[src/sv/lcwc_pkg.sv]
`default_nettype none
package lcwc_pkg;

  localparam int SAMPLE_BITS   = 24;
  localparam int FRACTION_BITS = 8;

  // average is unsigned Q(SAMPLE_BITS).(FRACTION_BITS)
  localparam int ACC_W    = SAMPLE_BITS + FRACTION_BITS;
  localparam int GAIN_W   = 16;
  localparam int SLOPE_W  = 16;
  localparam int COUNT_W  = 8;
  localparam int TSUM_W   = SAMPLE_BITS + COUNT_W;
  localparam int DIV_W    = (ACC_W > TSUM_W) ? ACC_W : TSUM_W;
  localparam int QX_W     = (DIV_W > 33) ? DIV_W : 33;
  localparam int DCNT_W   = $clog2(DIV_W);
  localparam int PROD_W   = ACC_W + GAIN_W + 2;
  localparam int WEIGHT_W = 32;

  localparam int IBIAS_W  = 24;
  localparam int THRESH_W = 24;
  localparam int BAND_W   = 23;

  localparam int CFG_IDX_W  = 3;
  localparam int CFG_DATA_W = 24;

  localparam logic [GAIN_W-1:0]   GAIN_RESET   = 16'd26214;
  localparam logic [SLOPE_W-1:0]  SLOPE_RESET  = 16'd4825;
  localparam logic [IBIAS_W-1:0]  IBIAS_RESET  = 24'd36000;
  localparam logic [THRESH_W-1:0] THRESH_RESET = 24'd256;
  localparam logic [BAND_W-1:0]   BAND_RESET   = 23'd77;
  localparam logic [COUNT_W-1:0]  LIMIT_RESET  = 8'd12;
  localparam logic [COUNT_W-1:0]  TARE_N_RESET = 8'd6;

  localparam logic [COUNT_W-1:0]  COUNT_TOP  = 8'hff;
  localparam logic [WEIGHT_W-1:0] WEIGHT_MAX = 32'h7fff_ffff;
  localparam logic [WEIGHT_W-1:0] WEIGHT_MIN = 32'h8000_0000;

  typedef enum logic [CFG_IDX_W-1:0] {
    REG_GAIN   = 3'd0,
    REG_SLOPE  = 3'd1,
    REG_IBIAS  = 3'd2,
    REG_THRESH = 3'd3,
    REG_BAND   = 3'd4,
    REG_LIMIT  = 3'd5,
    REG_TARE_N = 3'd6
  } reg_index_t;

  typedef enum logic [3:0] {
    S_IDLE,
    S_MUL,
    S_AVG,
    S_WSETUP,
    S_WDIV,
    S_WSAT,
    S_STAT,
    S_TDIV,
    S_OUT
  } state_t;

endpackage
`default_nettype wire

[src/sv/load_cell_weight_conditioner.sv]
// channel   direction  handshake              payload
// input     in         in_valid / in_ready    raw_sample
// result    out        out_valid / out_ready  weight, above_threshold, log_event,
//                                             tare_done, is_tared
// config    in         cfg_valid / cfg_ready  cfg_index, cfg_data
//
// a sample passes through the steps mul, avg, wsetup, wdiv, wsat, stat and out, and
// its result is then registered for output; the sample that computes the tare bias
// also passes through tdiv after stat.
// wdiv and tdiv run on the shared restoring divider, one quotient bit a cycle,
// used for the weight division and then for the tare mean.
// in_ready is high only in idle; a new sample is taken while a result waits.
// a finished result holds in the last step until the output register is free.
// synchronous reset loads the register defaults; cfg_ready is always high.
`default_nettype none
module load_cell_weight_conditioner (
  input  wire                                  clk,
  input  wire                                  rst,
  input  wire                                  in_valid,
  output logic                                 in_ready,
  input  wire  [lcwc_pkg::SAMPLE_BITS-1:0]     raw_sample,
  output logic                                 out_valid,
  input  wire                                  out_ready,
  output logic [lcwc_pkg::WEIGHT_W-1:0]        weight,
  output logic                                 above_threshold,
  output logic                                 log_event,
  output logic                                 tare_done,
  output logic                                 is_tared,
  input  wire                                  cfg_valid,
  output logic                                 cfg_ready,
  input  wire  [lcwc_pkg::CFG_IDX_W-1:0]       cfg_index,
  input  wire  [lcwc_pkg::CFG_DATA_W-1:0]      cfg_data
);

  localparam int SB  = lcwc_pkg::SAMPLE_BITS;
  localparam int FB  = lcwc_pkg::FRACTION_BITS;
  localparam int AW  = lcwc_pkg::ACC_W;
  localparam int DW  = lcwc_pkg::DIV_W;
  localparam int QW  = lcwc_pkg::QX_W;
  localparam int PW  = lcwc_pkg::PROD_W;
  localparam int GW  = lcwc_pkg::GAIN_W;
  localparam int LW  = lcwc_pkg::SLOPE_W;
  localparam int CW  = lcwc_pkg::COUNT_W;
  localparam int TW  = lcwc_pkg::TSUM_W;
  localparam int WW  = lcwc_pkg::WEIGHT_W;
  localparam int NW  = lcwc_pkg::DCNT_W;

  lcwc_pkg::state_t state, state_next;

  // configuration registers
  logic [GW-1:0]                   ema_gain;
  logic [LW-1:0]                   slope;
  logic [lcwc_pkg::IBIAS_W-1:0]    initial_bias;
  logic [lcwc_pkg::THRESH_W-1:0]   weight_threshold;
  logic [lcwc_pkg::BAND_W-1:0]     stability_band;
  logic [CW-1:0]                   repeat_limit;
  logic [CW-1:0]                   tare_samples;

  // filter state
  logic [AW-1:0] average;
  logic [SB-1:0] bias;
  logic [WW-1:0] previous_weight;
  logic [CW-1:0] steady_count;
  logic [CW-1:0] tare_tally;
  logic [TW-1:0] tare_sum;
  logic          tared;

  // per-sample working registers
  logic [SB-1:0]        mag;
  logic signed [PW-1:0] prod;
  logic                 neg;
  logic [WW-1:0]        wgt;
  logic                 res_above;
  logic                 res_log;
  logic                 res_done;

  // shared divider
  logic [DW-1:0] quo;
  logic [LW-1:0] rem;
  logic [LW-1:0] dsr;
  logic [NW-1:0] dcnt;
  logic [LW:0]   rs;
  logic          ge;
  logic          div_last;

  logic [SB-1:0]        mag_in;
  logic [AW-1:0]        s_val;
  logic signed [AW:0]   dlt;
  logic signed [PW-1:0] acc;
  logic signed [AW:0]   diff;
  logic [AW:0]          diff_abs;
  logic [QW-1:0]        qx;
  logic                 pos_ovf;
  logic                 neg_ovf;
  logic [WW-1:0]        wgt_sat;
  logic                 above;
  logic signed [WW:0]   dw;
  logic [WW:0]          dw_abs;
  logic                 steady;
  logic [CW-1:0]        count_inc;
  logic                 tare_due;
  logic [CW-1:0]        tare_div;
  logic                 cfg_we;

  assign cfg_ready = 1'b1;
  assign cfg_we    = cfg_valid && cfg_ready;

  assign mag_in = raw_sample[SB-1] ? (~raw_sample + SB'(1)) : raw_sample;
  assign s_val  = {mag, {FB{1'b0}}};
  assign dlt    = $signed({1'b0, s_val}) - $signed({1'b0, average});
  // avg*65536 + g*(s - avg) is the gain-weighted mix of sample and average
  assign acc    = $signed({2'b00, average, {GW{1'b0}}}) + prod;

  assign diff     = $signed({1'b0, average}) - $signed({1'b0, bias, {FB{1'b0}}});
  assign diff_abs = diff[AW] ? (~diff + (AW + 1)'(1)) : diff;

  assign rs       = {rem, quo[DW-1]};
  assign ge       = rs >= {1'b0, dsr};
  assign div_last = dcnt == NW'(DW - 1);

  assign qx      = QW'(quo);
  assign pos_ovf = |qx[QW-1:WW-1];
  assign neg_ovf = (|qx[QW-1:WW]) || (qx[WW-1] && (|qx[WW-2:0]));
  always_comb begin
    if (neg) begin
      wgt_sat = neg_ovf ? lcwc_pkg::WEIGHT_MIN : (~qx[WW-1:0] + WW'(1));
    end else begin
      wgt_sat = pos_ovf ? lcwc_pkg::WEIGHT_MAX : qx[WW-1:0];
    end
  end

  assign above = $signed(wgt) >
                 $signed({{(WW - lcwc_pkg::THRESH_W){weight_threshold[lcwc_pkg::THRESH_W-1]}},
                          weight_threshold});
  assign dw        = $signed({wgt[WW-1], wgt}) - $signed({previous_weight[WW-1], previous_weight});
  assign dw_abs    = dw[WW] ? (~dw + (WW + 1)'(1)) : dw;
  assign steady    = dw_abs < (WW + 1)'(stability_band);
  assign count_inc = (steady_count == lcwc_pkg::COUNT_TOP) ? steady_count
                                                          : steady_count + CW'(1);
  assign tare_due  = !tared && (tare_tally >= tare_samples);
  assign tare_div  = (tare_samples == '0) ? CW'(1) : tare_samples;

  // sequencer
  always_ff @(posedge clk) begin
    if (rst) begin
      state <= lcwc_pkg::S_IDLE;
    end else begin
      state <= state_next;
    end
  end

  always_comb begin
    state_next = state;
    in_ready   = 1'b0;
    unique case (state)
      lcwc_pkg::S_IDLE: begin
        in_ready = 1'b1;
        if (in_valid) state_next = lcwc_pkg::S_MUL;
      end
      lcwc_pkg::S_MUL:    state_next = lcwc_pkg::S_AVG;
      lcwc_pkg::S_AVG:    state_next = lcwc_pkg::S_WSETUP;
      lcwc_pkg::S_WSETUP: state_next = lcwc_pkg::S_WDIV;
      lcwc_pkg::S_WDIV: begin
        if (div_last) state_next = lcwc_pkg::S_WSAT;
      end
      lcwc_pkg::S_WSAT:   state_next = lcwc_pkg::S_STAT;
      lcwc_pkg::S_STAT:   state_next = tare_due ? lcwc_pkg::S_TDIV : lcwc_pkg::S_OUT;
      lcwc_pkg::S_TDIV: begin
        if (div_last) state_next = lcwc_pkg::S_OUT;
      end
      lcwc_pkg::S_OUT: begin
        if (!out_valid || out_ready) state_next = lcwc_pkg::S_IDLE;
      end
      default:            state_next = lcwc_pkg::S_IDLE;
    endcase
  end

  // configuration and filter state
  always_ff @(posedge clk) begin
    if (rst) begin
      ema_gain         <= lcwc_pkg::GAIN_RESET;
      slope            <= lcwc_pkg::SLOPE_RESET;
      initial_bias     <= lcwc_pkg::IBIAS_RESET;
      weight_threshold <= lcwc_pkg::THRESH_RESET;
      stability_band   <= lcwc_pkg::BAND_RESET;
      repeat_limit     <= lcwc_pkg::LIMIT_RESET;
      tare_samples     <= lcwc_pkg::TARE_N_RESET;
      average          <= '0;
      bias             <= SB'(lcwc_pkg::IBIAS_RESET);
      previous_weight  <= '0;
      steady_count     <= '0;
      tare_tally       <= '0;
      tare_sum         <= '0;
      tared            <= 1'b0;
    end else begin
      if (cfg_we) begin
        unique case (lcwc_pkg::reg_index_t'(cfg_index))
          lcwc_pkg::REG_GAIN:   ema_gain <= cfg_data[GW-1:0];
          lcwc_pkg::REG_SLOPE:  slope <= cfg_data[LW-1:0];
          lcwc_pkg::REG_IBIAS: begin
            initial_bias <= cfg_data[lcwc_pkg::IBIAS_W-1:0];
            if (!tared) bias <= SB'(cfg_data[lcwc_pkg::IBIAS_W-1:0]);
          end
          lcwc_pkg::REG_THRESH: weight_threshold <= cfg_data[lcwc_pkg::THRESH_W-1:0];
          lcwc_pkg::REG_BAND:   stability_band <= cfg_data[lcwc_pkg::BAND_W-1:0];
          lcwc_pkg::REG_LIMIT:  repeat_limit <= cfg_data[CW-1:0];
          lcwc_pkg::REG_TARE_N: tare_samples <= cfg_data[CW-1:0];
          default: ;
        endcase
      end
      unique case (state)
        lcwc_pkg::S_AVG: average <= acc[AW+GW-1:GW];
        lcwc_pkg::S_STAT: begin
          previous_weight <= wgt;
          if (above) begin
            if (!steady) begin
              steady_count <= '0;
            end else if (count_inc > repeat_limit) begin
              steady_count <= '0;
            end else begin
              steady_count <= count_inc;
            end
          end
          if (!tared && !tare_due) begin
            tare_sum <= tare_sum + TW'(mag);
            if (tare_tally != lcwc_pkg::COUNT_TOP) tare_tally <= tare_tally + CW'(1);
          end
        end
        lcwc_pkg::S_TDIV: begin
          if (div_last) begin
            bias  <= {quo[SB-2:0], ge};
            tared <= 1'b1;
          end
        end
        default: ;
      endcase
    end
  end

  // datapath working registers and the shared divider
  always_ff @(posedge clk) begin
    unique case (state)
      lcwc_pkg::S_IDLE: begin
        if (in_valid) mag <= mag_in;
      end
      lcwc_pkg::S_MUL: prod <= PW'($signed({1'b0, ema_gain})) * PW'(dlt);
      lcwc_pkg::S_WSETUP: begin
        neg  <= diff[AW];
        quo  <= DW'(diff_abs[AW-1:0]);
        dsr  <= (slope == '0) ? LW'(1) : slope;
        rem  <= '0;
        dcnt <= '0;
      end
      lcwc_pkg::S_WDIV, lcwc_pkg::S_TDIV: begin
        rem  <= ge ? LW'(rs - {1'b0, dsr}) : rs[LW-1:0];
        quo  <= {quo[DW-2:0], ge};
        dcnt <= dcnt + NW'(1);
      end
      lcwc_pkg::S_WSAT: wgt <= wgt_sat;
      lcwc_pkg::S_STAT: begin
        res_above <= above;
        res_log   <= above && steady && (count_inc > repeat_limit);
        res_done  <= 1'b0;
        if (tare_due) begin
          quo  <= DW'(tare_sum);
          dsr  <= LW'(tare_div);
          rem  <= '0;
          dcnt <= '0;
        end
      end
      default: ;
    endcase
    if (state == lcwc_pkg::S_TDIV && div_last) res_done <= 1'b1;
  end

  // result register
  always_ff @(posedge clk) begin
    if (rst) begin
      out_valid <= 1'b0;
    end else if (state == lcwc_pkg::S_OUT && (!out_valid || out_ready)) begin
      out_valid <= 1'b1;
    end else if (out_ready) begin
      out_valid <= 1'b0;
    end
  end

  always_ff @(posedge clk) begin
    if (state == lcwc_pkg::S_OUT && (!out_valid || out_ready)) begin
      weight          <= wgt;
      above_threshold <= res_above;
      log_event       <= res_log;
      tare_done       <= res_done;
      is_tared        <= tared;
    end
  end

  a_busy_after_beat: assert property (@(posedge clk) disable iff (rst)
    in_valid && in_ready |=> !in_ready)
    else $error("input taken while a sample is in progress");

  a_log_needs_above: assert property (@(posedge clk) disable iff (rst)
    out_valid && log_event |-> above_threshold)
    else $error("log event without weight above threshold");

  a_done_sets_tared: assert property (@(posedge clk) disable iff (rst)
    out_valid && tare_done |-> is_tared)
    else $error("tare done reported without tared flag");

  a_tared_sticky: assert property (@(posedge clk) disable iff (rst)
    tared |=> tared)
    else $error("tared flag cleared outside reset");

endmodule
`default_nettype wire
[config.mk]
export PLATFORM = sky130hd
export DESIGN_NAME = load_cell_weight_conditioner
export DESIGN_NICKNAME = d
export VERILOG_FILES = /design/src/sv/lcwc_pkg.sv /design/src/sv/load_cell_weight_conditioner.sv
export SDC_FILE = /design/constraint.sdc
export NUM_CORES = 2
export LEC_CHECK = 0
export BUFFER_PORTS_ARGS = -buffer_cell sky130_fd_sc_hd__buf_4
export CAP_MARGIN = 20
export CORE_ASPECT_RATIO = 1.2
export CORE_MARGIN = 5
export CORE_UTILIZATION = 55
export DETAILED_ROUTE_END_ITERATION = 6
export PLACE_DENSITY_LB_ADDON = 0.1
export SLEW_MARGIN = 10
export SYNTH_ARGS = -nofsm -noshare
export SYNTH_HDL_FRONTEND = slang
export SYNTH_SLANG_ARGS = --single-unit
[constraint.sdc]
create_clock -name clk -period 15.1 [get_ports clk]
set_input_delay 0 -clock clk [delete_from_list [all_inputs] [get_ports clk]]
set_output_delay 0 -clock clk [all_outputs]
set_load 0.02 [all_outputs]
### After elaboration in Yosys (flattened, before gate mapping)

Cells that the tools add are included.

* register bits after elaboration: 450
* output and inout bits: 39
* logic and storage cells: 145

* $add $sub $neg: 13
* $mul: 1
* magnitude comparators: 5
* equal/unequal tests: 22
* multiplexer cells: 34
* bitwise gates (word level): 4
* reduce and logical (&&, ||, !) cells: 34

Operators with widths (number)
* $mux 32: 4
* $mux 24: 5
* $sub 32x32->33: 3
* $pmux 32 s3: 1
* $mux 16: 4
* $not 32->32: 2
* $add 48x48->48: 1
* $mul 17x33->48: 1
* $pmux 16 s3: 1
* $pmux 4 s9: 1
* $add 33x2->33 const B: 1
* $lt 33x23->1: 1
* $mux 33: 1
* $not 33->33: 1
* $add 32x1->32 const B: 1
* $add 32x2->32 const B: 1
* $add 32x24->32: 1
* $gt 32x24->1: 1
* $mux 8: 4
* $pmux 16 s2: 1
* $mux 31: 1
* $reduce_or 31->1: 1
* $add 24x1->24 const B: 1
* $not 24->24: 1
* 36 further kinds: 73

### Logic depth before layout (Yosys ltp)

* depth in word-level cells: 7
* mapped depth: 41
* gate-level depth less buffers: 38

### Least setup slack after synthesis

No wires, ideal clock.

* kind: reg2reg
* start point: reg average[0]
* end point: reg prod[47], data pin
* library setup time: 260 ps
* arrival: 9345 ps
* data required time: 14840 ps
* setup slack: 5495 ps
* stages on the path, launching flop included: 40
* path buffers: 3
* clock period less this slack: 9605 ps
* path through: dfxtp_1 > clkbuf_1 > clkbuf_1 > inv_1 > ha_1 > or3b_2 > nor2_1 > a31oi_1 > o21ai_0 > a2111oi_0 > o31a_1 > a311oi_1 > a21oi_1 > o21bai_1 > xor2_1 > clkbuf_1 > and2_1 > fa_1 > (+4 left out) > fa_1 > fa_1 > inv_1 > fa_1 > inv_1 > ha_1 > a21o_1 > a21o_1 > a41o_1 > nand4_1 > a31oi_1 > o311a_1 > o41a_1 > a41o_1 > o21ai_0 > nand2b_1 > a21oi_1 > xnor2_1

* cells in the longest elaborated chain, start to end: 2

RTL lines
* from (decl): RTL line load_cell_weight_conditioner.sv:60 `logic [AW-1:0] average;`
* from (signal assigned): RTL line load_cell_weight_conditioner.sv:212 `lcwc_pkg::S_AVG: average <= acc[AW+GW-1:GW];`
* $sub 32x32->33: RTL line load_cell_weight_conditioner.sv:110 `assign dlt = $signed({1'b0, s_val}) - $signed({1'b0, average});`
* $mul 17x33->48: RTL line load_cell_weight_conditioner.sv:246 `lcwc_pkg::S_MUL: prod <= PW'($signed({1'b0, ema_gain})) * PW'(dlt);`
* to (signal assigned): RTL line load_cell_weight_conditioner.sv:246
* to (decl): RTL line load_cell_weight_conditioner.sv:70 `logic signed [PW-1:0] prod;`

No other way between the ends.
A chain may end at the register's enable or synchronous reset.

### Final worst setup path

Same ends and word-level chain as after synthesis.

==> metrics.md <==
| Metric | Value |
|---|---|
| Status | `completed` |
| M1 GR Usage | `between 30% and 40%` |
| Worst-path maximum fanout | `21` |
| Hold Path Depth | `2` |
| Top-area cell type share of the netlist area | `between 20% and 30%` |
| Initial DRC Count | `between 2000 and 2500` |
| Buf/Inv on CP | `5` |
| Drt wl/cell | `20.2 um` |
| Routing usage on met2 | `approximately 50%` |
| TritonCTS clock tree | `done` |
| Die area | `approximately 89000 um^2` |
| Global-route wire length before repair | `between 200000 and 250000 um` |
| Syn Inst Count | `approximately 5200` |
| Initial Util | `between 50 and 60%` |
| DRT antenna net count | `0` |
| Netlist Area Pre-Place | `~45000 um^2` |
| Slew HR | `between 30% and 40%` |
| Clock Skew | `around 30 ps` |
| Antenna violations before repair | `3` |
| Synth cell count leaders | `inv_1, nand2_1, fa_1` |
| RSZ-0062 raised after global routing | `false` |
| Via count | `~37000` |
| GR peak layer | `met2` |
| Final WL | `129000 um` |
| Syn nets | `roughly 6100` |
| CTS Sinks | `between 400 and 500` |
| Syn-to-layout area delta | `9.29%` |
| Reg2reg start | `average[0]` |
| Final clock period utilization by the worst path | `between 60 and 70%` |
| Reg2reg path depth | `34` |
| Root Buffer | `clkbuf_16` |
| Fin Setup TNS | `0 ps` |
| Worst Path Arrival | `10840 ps` |
| Worst endpoint required time | `15440 ps` |
| Largest net degree at the start of global routing | `89` |
| Yosys cell types | `between 80 and 90` |
| Startpoint Class | `flop` |
| FMAX | `0.0952 GHz` |
| Worst reg2reg setup slack | `about 4600 ps` |
| Die Y | `about 320 um` |
| Worst Tran Pin Value | `~1000 ps` |
| Slowest CP cell | `xor2_2` |
| Delay-heaviest family, CP | `compound AO/OA/AOI/OAI gates` |
| Detailed placement HPWL | `97000 um` |
| Top_reg_cell synth | `dfxtp_1` |
| Total CTS buffers | `45` |
| Num rows | `115` |
| Die Width | `between 200 and 300 um` |
| All-Layer GR Usage | `29.0%` |
| Post-synth top area cell | `fa_1` |
| Setup crit end kind | `flop` |
| Io pins | `95` |
| Flops & latches, synth | `between 400 and 500` |
| Synth area leaders | `fa_1, edfxtp_1, dfxtp_1, ha_1, inv_1` |
| Hold WC Path Type | `in -> reg` |
| Final GP Congestion | `0.917` |
| Core Box Area | `about 82000 um^2` |
| Post-CTS setup repair buffer count | `0` |
| FFs w/ async S/R, synth | `0%` |
| Worst Hold Path EP | `mag[0]` |
| Final net count | `roughly 6200` |
| Port Buf Inserts | `93` |
| Worst path max stage delay | `between 700 and 800 ps` |
| Hold Startpoint | `raw_sample[0]` |
| CTS Hold Bufs | `a little over 80` |
| Cell with the most instances after synthesis | `inv_1` |
| Pins Over Slew Limit | `0` |
| Clock Latency Late Sink | `slightly above 600 ps` |
| Vias in the first global route | `approximately 37000` |
| CTS Buffer Depth | `3` |
| Register area share after synthesis | `23.4%` |
| Post-CTS Resized | `0` |
| Layout cell share with drive strength beyond 1 | `roughly 6%` |
| Final hold vios | `0` |
| Ant diodes | `0` |
| H-tree depth | `2` |
| Worst-path clk slew | `60 ps` |
| Post-synth EDFFs | `196` |
| Syn_area_per_cell | `8.70 um^2` |
| Tmin final | `between 10000 and 15000 ps` |
| Critical path class | `reg -> reg` |
| Maxcap violations | `0` |
| Grt ovf | `0` |
| First drt pass iteration count | `5` |
| Finish-stage setup viols | `0` |
| Cell mode on critical path | `fa_1` |
| DRC | `0` |
| GR Util met3 | `roughly 3.4%` |
| Ys Warns | `0` |
| Vias per cell | `around 5.7` |
| RR Endpoint | `prod[47]` |
## kinds of logic after synthesis
family | count (synthesis) | share of synthesized area, %
xor+xnor | 258 | 4.97
fa+ha+maj | 835 | 31.1
mux | 46 | 1.01
flops | 434 | 23.4
other cells | 1 | 0.00825
buf+inv | 1020 | 8.43
compound gates | 900 | 12.6
simple gates | 1733 | 18.4
## worst max path at each step
stage / start / to / cells after the start / slack [ps]
floorplan: average[0] / prod[47] / 39 / 5500
global route: average[0] / prod[47] / 34 / 3960
CTS: average[0] / prod[47] / 34 / 4560
global placement: average[0] / prod[47] / 34 / 4700
finish: average[0] / prod[47] / 34 / 4590
detailed placement: average[0] / prod[47] / 34 / 4600
## worst reg2reg max path, delay by kind of cell (launching register included)
family | cells | cell delay [ps]
simple gates | 5 | 1190
flops | 1 | 540
xor+xnor | 2 | 830
compound gates | 14 | 3920
buf+inv | 5 | 370
fa+ha+maj | 8 | 3400
## layer usage
layer	up-vias	wire length (um)
met1	17900	52400
met3	297	7080
met5	-	41
met2	1119	63600
met4	6	6060
li1	17300	-
## layout by cell type, fill, tap and decap left out, drive strengths merged, types with 163 or more instances in the layout
cell and instances:
buf 163, fa 494, xnor2 169, edfxtp 196, and2 278, nand2 754, nor2 237, dfxtp 238
ha 341, inv 809, o21ai 192, a21oi 311
## flip-flops by register name, indices dropped and copies added (netlist names), 4 cells and up
register and flops:
weight 32, previous_weight 32, prod 32, tare_tally 8, mag 24, dcnt 5, repeat_limit 8, state 4
rem 16, tare_sum 32, quo 32, bias 24, weight_threshold 24, tare_samples 8, steady_count 8, dsr 16
slope 16, ema_gain 16, average 32, stability_band 23, wgt 32
## layout make-up
type	count	area, um^2
timing repair buffer	244	2090
clock inverter	28	293
sequential	434	10700
multi-input combinational	3773	31100
inverter	806	3030
clock buffer	56	1240
fill	7293	32300
tap	1053	1320
## stage by stage
stage | hold slack (ps) | setup slack, ps | instance area, um^2 | instances | utilization [%]
floorplan | 98.9 | 5500 | 45500 | 5227 | -
global placement | 211 | 4700 | 47300 | 6224 | 57.6
detailed placement | 217 | 4600 | 47300 | 6226 | 57.7
CTS | 140 | 4560 | 49600 | 6391 | 60.5
global route | 165 | 3960 | 49700 | 6394 | 60.6
finish | 174 | 4590 | 49700 | 6394 | 60.6
Power is not shown: default switching activity piles up to over one toggle a cycle in this logic, so the estimate is an artifact.
